<file path="src/hdl/assert_macros.svh">
// Assertion helper macros
`ifndef ASSERT_MACROS_SVH
`define ASSERT_MACROS_SVH
`define ASSERT_CLK(lbl, prop) \
  lbl: assert property (@(posedge clk_i) disable iff (!rst_ni) (prop)) else $error("assertion failed");
`define ASSERT_NEVER(lbl, expr) \
  lbl: assert property (@(posedge clk_i) disable iff (!rst_ni) !(expr)) else $error("assertion failed");
`endif

</file>
<file path="src/hdl/sha_pkg.sv">
// ----------------------------------------------------------------------------
// sha_pkg
// Shared types, constants and round functions of the SHA-256 stream hasher.
// ----------------------------------------------------------------------------
`default_nettype none
package sha_pkg;
  localparam int unsigned MsgLenBits = 61;
  localparam int unsigned QueueDepth = 4;

  typedef enum logic [1:0] {
    CMD_BYTE  = 2'd0,
    CMD_LAST  = 2'd1,
    CMD_EMPTY = 2'd2,
    CMD_NONE  = 2'd3
  } cmd_e;

  typedef struct packed {
    logic       is_end;
    logic       has_byte;
    logic [7:0] data;
  } op_t;

  localparam logic [31:0] Iv [8] = '{
    32'h6a09e667, 32'hbb67ae85, 32'h3c6ef372, 32'ha54ff53a,
    32'h510e527f, 32'h9b05688c, 32'h1f83d9ab, 32'h5be0cd19};

  localparam logic [31:0] Kc [64] = '{
    32'h428a2f98,32'h71374491,32'hb5c0fbcf,32'he9b5dba5,32'h3956c25b,32'h59f111f1,
    32'h923f82a4,32'hab1c5ed5,32'hd807aa98,32'h12835b01,32'h243185be,32'h550c7dc3,
    32'h72be5d74,32'h80deb1fe,32'h9bdc06a7,32'hc19bf174,32'he49b69c1,32'hefbe4786,
    32'h0fc19dc6,32'h240ca1cc,32'h2de92c6f,32'h4a7484aa,32'h5cb0a9dc,32'h76f988da,
    32'h983e5152,32'ha831c66d,32'hb00327c8,32'hbf597fc7,32'hc6e00bf3,32'hd5a79147,
    32'h06ca6351,32'h14292967,32'h27b70a85,32'h2e1b2138,32'h4d2c6dfc,32'h53380d13,
    32'h650a7354,32'h766a0abb,32'h81c2c92e,32'h92722c85,32'ha2bfe8a1,32'ha81a664b,
    32'hc24b8b70,32'hc76c51a3,32'hd192e819,32'hd6990624,32'hf40e3585,32'h106aa070,
    32'h19a4c116,32'h1e376c08,32'h2748774c,32'h34b0bcb5,32'h391c0cb3,32'h4ed8aa4a,
    32'h5b9cca4f,32'h682e6ff3,32'h748f82ee,32'h78a5636f,32'h84c87814,32'h8cc70208,
    32'h90befffa,32'ha4506ceb,32'hbef9a3f7,32'hc67178f2};

  function automatic logic [31:0] rotr(input logic [31:0] x, input int unsigned n);
    rotr = (x >> n) | (x << (32 - n));
  endfunction
  function automatic logic [31:0] bsig0(input logic [31:0] x);
    bsig0 = rotr(x, 2) ^ rotr(x, 13) ^ rotr(x, 22);
  endfunction
  function automatic logic [31:0] bsig1(input logic [31:0] x);
    bsig1 = rotr(x, 6) ^ rotr(x, 11) ^ rotr(x, 25);
  endfunction
  function automatic logic [31:0] ssig0(input logic [31:0] x);
    ssig0 = rotr(x, 7) ^ rotr(x, 18) ^ (x >> 3);
  endfunction
  function automatic logic [31:0] ssig1(input logic [31:0] x);
    ssig1 = rotr(x, 17) ^ rotr(x, 19) ^ (x >> 10);
  endfunction
endpackage
`default_nettype wire

</file>
<file path="src/hdl/sha_stream_if.sv">
// ----------------------------------------------------------------------------
// sha_stream_if
// Valid/ready channels for message bytes and digest words.
// ----------------------------------------------------------------------------
`default_nettype none
interface sha_in_if;
  logic       valid;
  logic       ready;
  logic [1:0] command;
  logic [7:0] data_byte;
  modport source (output valid, command, data_byte, input ready);
  modport sink (input valid, command, data_byte, output ready);
endinterface

interface sha_out_if;
  logic        valid;
  logic        ready;
  logic [31:0] digest_word;
  logic [2:0]  word_index;
  logic        last_word;
  modport source (output valid, digest_word, word_index, last_word, input ready);
  modport sink (input valid, digest_word, word_index, last_word, output ready);
endinterface
`default_nettype wire

</file>
<file path="src/hdl/sha256_stream_hasher.sv">
// ----------------------------------------------------------------------------
// sha256_stream_hasher
// Streaming SHA-256 over a byte stream with hardware padding.
// ----------------------------------------------------------------------------
// Bytes are taken one per transfer into a small command queue; the back end
// stores one byte per cycle while it is loading and runs 64 rounds plus an
// add step on each full 64-byte block. The end of a message adds padding
// and one or two compressions, then eight digest word transfers.
`default_nettype none
module sha256_stream_hasher #(
  parameter int unsigned MESSAGE_LENGTH_BITS = sha_pkg::MsgLenBits,
  parameter int unsigned QUEUE_DEPTH = sha_pkg::QueueDepth
) (
  input wire logic clk_i,
  input wire logic rst_ni,
  sha_in_if.sink    in_i,
  sha_out_if.source out_o
);
  sha_pkg::op_t op;
  logic op_valid, op_ready;

  sha_front #(.Depth(QUEUE_DEPTH)) u_front (
    .clk_i, .rst_ni, .in_i, .op_o(op), .op_valid_o(op_valid), .op_ready_i(op_ready));
  sha_back #(.LenBits(MESSAGE_LENGTH_BITS)) u_back (
    .clk_i, .rst_ni, .op_i(op), .op_valid_i(op_valid), .op_ready_o(op_ready), .out_o);
endmodule
`default_nettype wire

</file>
<file path="src/hdl/sha_front.sv">
// ----------------------------------------------------------------------------
// sha_front
// Classifies incoming commands and queues byte/end operations.
// ----------------------------------------------------------------------------
`default_nettype none
module sha_front #(
  parameter int unsigned Depth = sha_pkg::QueueDepth
) (
  input  wire logic     clk_i,
  input  wire logic     rst_ni,
  sha_in_if.sink        in_i,
  output sha_pkg::op_t  op_o,
  output logic          op_valid_o,
  input  wire logic     op_ready_i
);
  localparam int unsigned AW = (Depth > 1) ? $clog2(Depth) : 1;
  sha_pkg::op_t    mem_q [Depth];
  logic [AW-1:0]   wr_q, rd_q;
  logic [AW:0]     cnt_q;
  logic            push, pop, drop;
  sha_pkg::op_t    op_new;

  always_comb begin
    op_new.data     = in_i.data_byte;
    op_new.has_byte = (in_i.command == sha_pkg::CMD_BYTE) ||
                      (in_i.command == sha_pkg::CMD_LAST);
    op_new.is_end   = (in_i.command == sha_pkg::CMD_LAST) ||
                      (in_i.command == sha_pkg::CMD_EMPTY);
  end

  assign in_i.ready = (cnt_q != (AW+1)'(Depth));
  assign drop       = (in_i.command == sha_pkg::CMD_NONE);
  assign push       = in_i.valid && in_i.ready && !drop;
  assign pop        = op_valid_o && op_ready_i;
  assign op_valid_o = (cnt_q != '0);
  assign op_o       = mem_q[rd_q];

  always_ff @(posedge clk_i) begin
    if (push) mem_q[wr_q] <= op_new;
  end

  always_ff @(posedge clk_i or negedge rst_ni) begin
    if (!rst_ni) begin
      wr_q  <= '0;
      rd_q  <= '0;
      cnt_q <= '0;
    end else begin
      if (push) wr_q <= (wr_q == AW'(Depth - 1)) ? '0 : wr_q + 1'b1;
      if (pop)  rd_q <= (rd_q == AW'(Depth - 1)) ? '0 : rd_q + 1'b1;
      cnt_q <= cnt_q + (AW+1)'(push) - (AW+1)'(pop);
    end
  end
endmodule
`default_nettype wire

</file>
<file path="src/hdl/sha_back.sv">
// ----------------------------------------------------------------------------
// sha_back
// Block assembly, padding, 64-round compression and digest output.
// ----------------------------------------------------------------------------
`default_nettype none
`include "assert_macros.svh"
module sha_back #(
  parameter int unsigned LenBits = sha_pkg::MsgLenBits
) (
  input  wire logic         clk_i,
  input  wire logic         rst_ni,
  input  wire sha_pkg::op_t op_i,
  input  wire logic         op_valid_i,
  output logic              op_ready_o,
  sha_out_if.source         out_o
);
  typedef enum logic [4:0] {
    ST_LOAD = 5'b00001,
    ST_PAD  = 5'b00010,
    ST_RND  = 5'b00100,
    ST_ADD  = 5'b01000,
    ST_OUT  = 5'b10000
  } st_e;

  st_e                st_q, st_d;
  logic [511:0]       blk_q;
  logic [5:0]         pos_q;
  logic [5:0]         pos_next;
  logic [LenBits-1:0] len_q;
  logic [31:0]        h_q [8];
  logic [31:0]        v_q [8];
  logic [31:0]        w_win [16];
  logic [5:0]         rnd_q;
  logic               fin_q;
  logic               mark_q;
  logic               extra_q;
  logic [2:0]         oidx_q;
  logic [63:0]        bits;
  logic [7:0]         pad_byte;
  logic [31:0]        w_cur, t1, t2;

  // blk_q is a byte shift register while loading and the schedule window
  // during rounds: word i of the window sits at blk_q[511-32*i -: 32].
  always_comb begin
    for (int i = 0; i < 16; i++) w_win[i] = blk_q[511 - 32*i -: 32];
  end

  assign bits       = 64'({len_q, 3'b000});
  assign pos_next   = op_i.has_byte ? pos_q + 6'd1 : pos_q;
  assign op_ready_o = (st_q == ST_LOAD);
  assign w_cur = (rnd_q < 6'd16) ? w_win[0] :
                 sha_pkg::ssig1(w_win[14]) + w_win[9] + sha_pkg::ssig0(w_win[1]) + w_win[0];
  assign t1 = v_q[7] + sha_pkg::bsig1(v_q[4]) + ((v_q[4] & v_q[5]) ^ (~v_q[4] & v_q[6]))
            + sha_pkg::Kc[rnd_q] + w_cur;
  assign t2 = sha_pkg::bsig0(v_q[0]) + ((v_q[0] & v_q[1]) ^ (v_q[0] & v_q[2]) ^
              (v_q[1] & v_q[2]));

  // 0x80 first, then zeros; length bytes only in the block that carries them
  always_comb begin
    pad_byte = 8'h00;
    if (mark_q) pad_byte = 8'h80;
    else if (pos_q >= 6'd56 && !extra_q)
      pad_byte = bits[{3'd7 - pos_q[2:0], 3'b000} +: 8];
  end

  assign out_o.valid       = (st_q == ST_OUT);
  assign out_o.digest_word = h_q[oidx_q];
  assign out_o.word_index  = oidx_q;
  assign out_o.last_word   = (oidx_q == 3'd7);

  always_comb begin
    st_d = st_q;
    case (st_q)
      ST_LOAD: if (op_valid_i) begin
        if (op_i.has_byte && pos_q == 6'd63) st_d = ST_RND;
        else if (op_i.is_end) st_d = ST_PAD;
      end
      ST_PAD:  if (pos_q == 6'd63) st_d = ST_RND;
      ST_RND:  if (rnd_q == 6'd63) st_d = ST_ADD;
      ST_ADD: begin
        if (!fin_q) st_d = ST_LOAD;
        else if (mark_q || extra_q) st_d = ST_PAD;
        else st_d = ST_OUT;
      end
      ST_OUT:  if (out_o.ready && oidx_q == 3'd7) st_d = ST_LOAD;
      default: st_d = ST_LOAD;
    endcase
  end

  always_ff @(posedge clk_i) begin
    case (st_q)
      ST_LOAD: if (op_valid_i && op_i.has_byte) blk_q <= {blk_q[503:0], op_i.data};
      ST_PAD:  blk_q <= {blk_q[503:0], pad_byte};
      ST_RND:  blk_q <= {blk_q[479:0], w_cur};
      default: ;
    endcase
    if (st_q == ST_RND) begin
      v_q[7] <= v_q[6]; v_q[6] <= v_q[5]; v_q[5] <= v_q[4];
      v_q[4] <= v_q[3] + t1;
      v_q[3] <= v_q[2]; v_q[2] <= v_q[1]; v_q[1] <= v_q[0];
      v_q[0] <= t1 + t2;
    end else if (st_d == ST_RND) begin
      for (int i = 0; i < 8; i++) v_q[i] <= h_q[i];
    end
  end

  always_ff @(posedge clk_i or negedge rst_ni) begin
    if (!rst_ni) begin
      st_q    <= ST_LOAD;
      pos_q   <= '0;
      len_q   <= '0;
      rnd_q   <= '0;
      fin_q   <= 1'b0;
      mark_q  <= 1'b0;
      extra_q <= 1'b0;
      oidx_q  <= '0;
      for (int i = 0; i < 8; i++) h_q[i] <= sha_pkg::Iv[i];
    end else begin
      st_q <= st_d;
      case (st_q)
        ST_LOAD: if (op_valid_i) begin
          if (op_i.has_byte) begin
            pos_q <= pos_q + 1'b1;
            len_q <= len_q + 1'b1;
          end
          if (op_i.is_end) begin
            fin_q   <= 1'b1;
            mark_q  <= 1'b1;
            extra_q <= (pos_next >= 6'd56);
          end
        end
        ST_PAD: begin
          pos_q  <= pos_q + 1'b1;
          mark_q <= 1'b0;
        end
        ST_RND: rnd_q <= rnd_q + 1'b1;
        ST_ADD: begin
          for (int i = 0; i < 8; i++) h_q[i] <= h_q[i] + v_q[i];
          extra_q <= 1'b0;
        end
        ST_OUT: if (out_o.ready) begin
          oidx_q <= oidx_q + 1'b1;
          if (oidx_q == 3'd7) begin
            for (int i = 0; i < 8; i++) h_q[i] <= sha_pkg::Iv[i];
            len_q <= '0;
            fin_q <= 1'b0;
          end
        end
        default: ;
      endcase
    end
  end

  `ASSERT_CLK(a_one_hot, $onehot(st_q))
  `ASSERT_CLK(a_out_idx, (out_o.valid && !out_o.ready) |=> $stable(oidx_q))
  `ASSERT_NEVER(a_rnd_ready, (st_q == ST_RND) && op_ready_o)
endmodule
`default_nettype wire
</file>
<file path="src/flat_wrapper.sv">
// flat-port wrapper written by rule: the top's interface ports become plain ports
module sha256_stream_hasher_flat 
#(
  parameter int unsigned MESSAGE_LENGTH_BITS = sha_pkg::MsgLenBits,
  parameter int unsigned QUEUE_DEPTH = sha_pkg::QueueDepth
)
  (clk_i, rst_ni, in_i_valid, in_i_command, in_i_data_byte, in_i_ready, out_o_valid, out_o_digest_word, out_o_word_index, out_o_last_word, out_o_ready);
  sha_in_if in_i_i ();
  sha_out_if out_o_i ();
  input wire logic clk_i;
  input wire logic rst_ni;
  input wire logic [$bits(in_i_i.valid)-1:0] in_i_valid;
  input wire logic [$bits(in_i_i.command)-1:0] in_i_command;
  input wire logic [$bits(in_i_i.data_byte)-1:0] in_i_data_byte;
  output wire logic [$bits(in_i_i.ready)-1:0] in_i_ready;
  output wire logic [$bits(out_o_i.valid)-1:0] out_o_valid;
  output wire logic [$bits(out_o_i.digest_word)-1:0] out_o_digest_word;
  output wire logic [$bits(out_o_i.word_index)-1:0] out_o_word_index;
  output wire logic [$bits(out_o_i.last_word)-1:0] out_o_last_word;
  input wire logic [$bits(out_o_i.ready)-1:0] out_o_ready;
  assign in_i_i.valid = in_i_valid;
  assign in_i_i.command = in_i_command;
  assign in_i_i.data_byte = in_i_data_byte;
  assign in_i_ready = in_i_i.ready;
  assign out_o_valid = out_o_i.valid;
  assign out_o_digest_word = out_o_i.digest_word;
  assign out_o_word_index = out_o_i.word_index;
  assign out_o_last_word = out_o_i.last_word;
  assign out_o_i.ready = out_o_ready;
  sha256_stream_hasher #(.MESSAGE_LENGTH_BITS(MESSAGE_LENGTH_BITS), .QUEUE_DEPTH(QUEUE_DEPTH)) u_core (.clk_i(clk_i), .rst_ni(rst_ni), .in_i(in_i_i), .out_o(out_o_i));
endmodule
</file>
<file path="config.mk">
export PLATFORM = sky130hd
export DESIGN_NAME = sha256_stream_hasher_flat
export DESIGN_NICKNAME = d
export VERILOG_FILES = /design/src/hdl/sha_pkg.sv /design/src/hdl/sha_stream_if.sv /design/src/hdl/sha256_stream_hasher.sv /design/src/hdl/sha_front.sv /design/src/hdl/sha_back.sv /design/src/flat_wrapper.sv
export VERILOG_INCLUDE_DIRS = /design/src /design/src/hdl
export SDC_FILE = /design/constraint.sdc
export NUM_CORES = 2
export LEC_CHECK = 0
export BUFFER_PORTS_ARGS = -buffer_cell sky130_fd_sc_hd__buf_2
export CELL_PAD_IN_SITES_DETAIL_PLACEMENT = 1
export CELL_PAD_IN_SITES_GLOBAL_PLACEMENT = 1
export CORE_ASPECT_RATIO = 2
export CORE_MARGIN = 2
export CORE_UTILIZATION = 35
export DETAILED_ROUTE_END_ITERATION = 12
export HOLD_SLACK_MARGIN = 0.02
export PLACE_DENSITY_LB_ADDON = 0.1
export SYNTH_ARGS = -nofsm -noshare
export SYNTH_HDL_FRONTEND = slang
export SYNTH_HIERARCHICAL = 1
export SYNTH_SLANG_ARGS = --single-unit
export TNS_END_PERCENT = 30
</file>
<file path="constraint.sdc">
create_clock -name clk_i -period 62.5 [get_ports clk_i]
set_input_delay 6.25 -clock clk_i [delete_from_list [all_inputs] [get_ports clk_i]]
set_output_delay 6.25 -clock clk_i [all_outputs]
set_load 0.1 [all_outputs]
</file>
# --- Yosys cells after proc, flatten, opt, wreduce, memory -nomap -nowiden ---
# Memories as Yosys holds them, arrays and structs flattened.
# Cells that the tools add are included.
classes:
  shifts: 1
  add_sub_neg: 27
  muxes: 56
  n_eq_ne: 21
  n_reduce_logical: 27
  bitwise: 37
  magnitude_cmp: 5
ops:
  columns: ["cell", "n"]
  rows:
  - ["case mux 512 bit (3 select lines)", 1]
  - ["adder 32 bit", 18]
  - ["two-way mux 256 bit", 2]
  - ["two-way mux 512 bit", 1]
  - ["case mux 256 bit (2 select lines)", 1]
  - ["two-way mux 32 bit", 13]
  - ["XOR 32 bit", 9]
  - ["two-way mux 61 bit", 4]
  - ["AND 32 bit", 5]
  - ["case mux 61 bit (2 select lines)", 1]
  - ["binary-select mux 32 bit (select 3 bit)", 1]
  - ["indexed part select 64 x 7 -> 8 bit", 1]
  - ["adder 61 x 1 -> 61 bit (second input constant)", 1]
  - ["two-way mux 5 bit", 8]
  - ["NOT 32 bit", 1]
  - ["OR 10 x 32 -> 32 bit", 1]
  - ["OR 13 x 32 -> 32 bit", 1]
  - ["OR 14 x 32 -> 32 bit", 1]
  - ["OR 15 x 32 -> 32 bit", 1]
  - ["OR 19 x 32 -> 32 bit", 1]
  - ["OR 21 x 32 -> 32 bit", 1]
  - ["OR 25 x 32 -> 32 bit", 1]
  - ["OR 26 x 32 -> 32 bit", 1]
  - ["OR 30 x 32 -> 32 bit", 1]
  - ["other kinds (44)", 98]
word_totals:
  memories: 3
  mem_bits_ro: 2048
  inputBits: 14
  ff_bits: 859
  elab_cells: 197
  output_inout_bits: 38
  ram_bits: 296
mem_list:
  columns: ["name", "words", "word_bits", "rd", "rd_ports_with_merged_regs", "wr", "line", "source"]
  rows:
  - ["(no name shown)", 64, 32, 1, 0, 0, "sha_back.sv:54", "+ sha_pkg::Kc[rnd_q] + w_cur;"]
  - ["u_core.u_back.v_q", 8, 32, 8, 0, 8, "sha_back.sv:31", "logic [31:0] v_q [8];"]
  - ["u_core.u_front.mem_q", 4, 10, 1, 0, 1, "sha_front.sv:17", "sha_pkg::op_t mem_q [Depth];"]

# --- Logic depth before layout (Yosys ltp) ---
logic_depth:
  ltp_word: 10
  ltp_mapped: 46

# --- By module ---
# Netlist, hierarchy kept.
by_module_without_submodules:
  columns: ["module", "area_per_inst_um2", "seq_area_each_um2", "cells_per_inst", "n_inst"]
  rows:
  - ["sha_back", 76554.7, 31741.7, 8399, 1]
  - ["sha_front", 1969.4, 1376.3, 98, 1]

# --- Worst setup path before layout ---
# OpenSTA, ideal clock, no wires.
synth_timing:
  kind: "register to register"
  start: "register u_core.u_back.st_q[1]"
  end: "register u_core.u_back.blk_q[0], enable pin"
  t_arrival_ps: 26331
  n_path_buf: 2
  setup_slack_ps: 34609
  path_stages_with_launch: 6
  period_less_slack_ps: 27891
  setup_time_ps: 1560
  cell_sequence: "dfrtp_1 -> clkbuf_1 -> nor4_1 -> clkbuf_1 -> nor3_1 -> a21oi_1"
synth_via:
  elab_chain_len: 3
  word_cells_on_any_way: 6
  classes_between: "eq/ne: 4; reduce/logical: 2"
synth_rtl:
  columns: ["item", "line", "source"]
  rows:
  - ["start, declared", "sha_back.sv:25", "st_e st_q, st_d;"]
  - ["start signal, assigned", "sha_back.sv:119", "st_q <= st_d;"]
  - ["== test 5 x 1 -> 1 bit, or another cell as far along", "sha_back.sv:91", "case (st_q)"]
  - ["!= test 2 bit (no source line) or nonzero test 3 bit (tied branches)", null, null]
  - ["AND reduction 2 bit (no source line) *", null, null]
  - ["end signal, assigned", "sha_back.sv:92", "ST_LOAD: if (op_valid_i && op_i.has_byte) blk_q <= {blk_q[503:0], op_i.data};"]
  - ["end signal, assigned", "sha_back.sv:93", "ST_PAD: blk_q <= {blk_q[503:0], pad_byte};"]
  - ["end signal, assigned", "sha_back.sv:94", "ST_RND: blk_q <= {blk_q[479:0], w_cur};"]
  - ["end, declared", "sha_back.sv:26", "logic [511:0] blk_q;"]
# Mark *: on every way between the ends. The rest lies on a longest branch, timed or not.
# A chain may end at the register's enable or synchronous reset.

==> flow_summary.yaml <==
clock_tree:
  clock_path_buffers: 4
  cts-root-buf: "clkbuf_16"
  clock-sinks: 1155
  cts_tree: "done"
  postCtsHoldBufs: 0
  cts_resized: 0
  h-tree-depth: 4
  numCtsBuffers: 138
  clk_pin_slew_worst_paths_ps: 70
  post_cts_buffers: 0
  clk_latency_ps: 820
floorplanning:
  start_util_pct: 35.1
  die_area_sq_mm: 0.228
  die_h_um: 674
  rows: 246
  core_area_sq_mm: 0.224
  die_w_um: 339
  num_io_pins: 52
sta:
  skew_ps: 46.5
  post-route-period-util_pct: 19.2
  worst_pin_slew_ps: 1210
  finalSetupTns_ps: 0
  holdWs_ps: 513
  slew_viol_final: 0
  finalHoldViolations: 0
  max_freq_mhz: 83.5
  rsz0062_at_grt: "no"
  maxSlewHeadroom_pct: 19.4
  fin_crit_ps: 11980
  setup_viol: 0
setup_path:
  cp_max_fo: 5
  max_stage_delay_ps: 780
  start_kind: "register"
  crit_path_top_delay_cell: "a21oi_1"
  cpMostUsedCell: "fa_1"
  reg2regPathDepth: 37
  end_kind: "register"
  cp_data_arrival_time_ps: 12500
  worstSetupPathType: "register to register"
  cp_data_required_time_ps: 63010
route:
  viasPerCell: 5.42
  drt_iter0_drc: 4250
  vias: 61800
  drcViolationCount: 0
  drt-total-wl_um: 288000
  firstDrtPassIters: 6
  ant_nets: 0
  wl_per_cell_um: 25.2
synth:
  synth_ff_type: "edfxtp_1"
  synthCells: 8497
  syn-mean-instance-area_sq_um: 9.24
  syn_area_sq_mm: 0.0785
  synth_seq_area_share_pct: 42.2
  synth_nets: 9122
  synth_edf_count: 808
  synth_cell_types: 105
  ys_ff_latch: 1155
  yosysWarningCount: 6
  ys_async_sr_fraction_pct: 30.0
final_layout:
  nFillCells: 25600
  drive_gt1_share_pct: 8.28
  design_area_sq_mm: 0.0860
  final_cell_mix: "nand2_1 (2376), edfxtp_1 (808), o21ai_0 (474), a21oi_1 (468), ha_1 (414)"
  area_growth_pct: 9.56
  layout.cells.most_common: "nand2_1"
  fin_nets: 8947
placement:
  dpl.hpwl_um: 209000
  gp_congestion: 0.908
  io_buffer_count: 51
  place_area_sq_mm: 0.0817
global_route:
  grt_pass1_wl_um: 428000
  grt_overflow_total: 0
  grt_usage_pct: 24.9
  grt_max_degree: 213
  grt_pass1_vias: 63000
  grt_antenna_before_repair: 10
run:
  max-cap-violations: 0
min_path:
  min_path_cells: 1
  hold_class: "register to register"
status:
  outcome: "finished clean"
kinds of logic after synthesis:
family	count (synthesis)	synth area share, %
flops	1155	42.2
fa+ha+maj	639	12.0
compound gates	1593	12.4
mux	192	4.01
simple gates	3479	18.6
buf+inv	836	4.03
xor+xnor	603	6.75
worst max-delay path: cells and delay by family (launching register included):
kind,cells,cell delay [ps]
adders and majority gates,10,4230
xor gates and xnor gates,3,730
AOI/OAI and AO/OA,15,4650
and+or+nand+nor,8,1480
buffers and inverters,1,80
DFF,1,490
flip-flops by register name, summed over array words and instances, names as in the netlist, 2 cells and up:
register and cells:
u_core/u_back/h_q 256, u_core/u_back/pos_q 6, u_core/u_front/rd_q 2, u_core/u_back/st_q 5, u_core/u_front/cnt_q 3, u_core/u_back/len_q 61, u_core/u_front/wr_q 2, u_core/u_back/blk_q 512
u_core/u_back/v_q 256, u_core/u_front/mem_q 40, u_core/u_back/rnd_q 6, u_core/u_back/out_o.word_index 3
synth_stat cells (16+ instances only):
| library cell | instances | area share [%] |
|---|---|---|
| and3_1 | 56 | 0.45 |
| mux4_2 | 86 | 2.5 |
| nand3b_1 | 16 | 0.15 |
| nor3b_1 | 19 | 0.18 |
| o21bai_1 | 36 | 0.34 |
| a311oi_1 | 16 | 0.18 |
| inv_1 | 364 | 1.7 |
| xnor2_1 | 381 | 4.2 |
| dfrtp_1 | 210 | 6.7 |
| dfstp_2 | 137 | 4.6 |
| o21a_1 | 70 | 0.67 |
| nand4_1 | 28 | 0.22 |
| nor3_1 | 143 | 0.91 |
| nand2b_1 | 59 | 0.47 |
| a31oi_1 | 63 | 0.50 |
| a21oi_1 | 469 | 3.0 |
| a211o_1 | 16 | 0.18 |
| or2_2 | 25 | 0.20 |
| xor2_1 | 220 | 2.5 |
| or3_1 | 45 | 0.36 |
| and2_1 | 31 | 0.25 |
| fa_1 | 197 | 5.0 |
| mux2_2 | 49 | 0.70 |
| ha_1 | 414 | 6.6 |
| nand3_1 | 169 | 1.1 |
| maj3_1 | 28 | 0.36 |
| a211oi_1 | 64 | 0.61 |
| buf_1 | 34 | 0.16 |
| clkbuf_1 | 429 | 2.1 |
| nor2b_1 | 53 | 0.42 |
| nor2_1 | 395 | 1.9 |
| mux2i_1 | 50 | 0.64 |
| a21o_1 | 132 | 1.3 |
| nand2_1 | 2378 | 11 |
| o31ai_1 | 49 | 0.47 |
| o211ai_1 | 36 | 0.34 |
| o21ai_0 | 475 | 3.0 |
| edfxtp_1 | 808 | 31 |
final cells by class:
class                           count  area (sq um)  area share, %
Multi-Input combinational cell   6506         42300           49.2
Sequential cell                  1155         33100           38.5
Tap cell                         2976          3720           4.33
Clock buffer                      174          3720           4.33
Inverter                          367          1380           1.60
Timing Repair Buffer              154          1110           1.29
Clock inverter                     63           604          0.702
Antenna cell                        6          15.0         0.0175
layer usage:
layer,track usage (%),wire [um]
met5,0,22
met2,40.8,135000
met3,2.49,11000
met4,7.51,9020
met1,34.6,132000
final timing paths:
kind | endpoint | slack, ps | from
worst max-delay path | u_core/u_back/v_q[0][31] | 50520 | u_core/u_back/blk_q[456]
min in group asynchronous | u_core/u_back/h_q[193] | 5430 | rst_ni
worst min register to register | u_core/u_back/h_q[255] | 510 | u_core/u_back/h_q[255]
max in group asynchronous | u_core/u_back/len_q[50] | 54380 | rst_ni
worst max register to register | u_core/u_back/v_q[0][31] | 50520 | u_core/u_back/blk_q[456]
worst min-delay path | u_core/u_back/h_q[255] | 510 | u_core/u_back/h_q[255]
stage by stage:
stage	setup slack (ps)	std cells	utilization [%]
floorplan	34610	8497	-
global route	49770	11400	38.4
global placement	50850	11200	36.5
finish	50520	11400	38.4
detailed placement	50660	11200	36.5
CTS	50570	11400	38.4
Power is not shown: default switching activity piles up to over one toggle a cycle in this logic, so the estimate is an artifact.
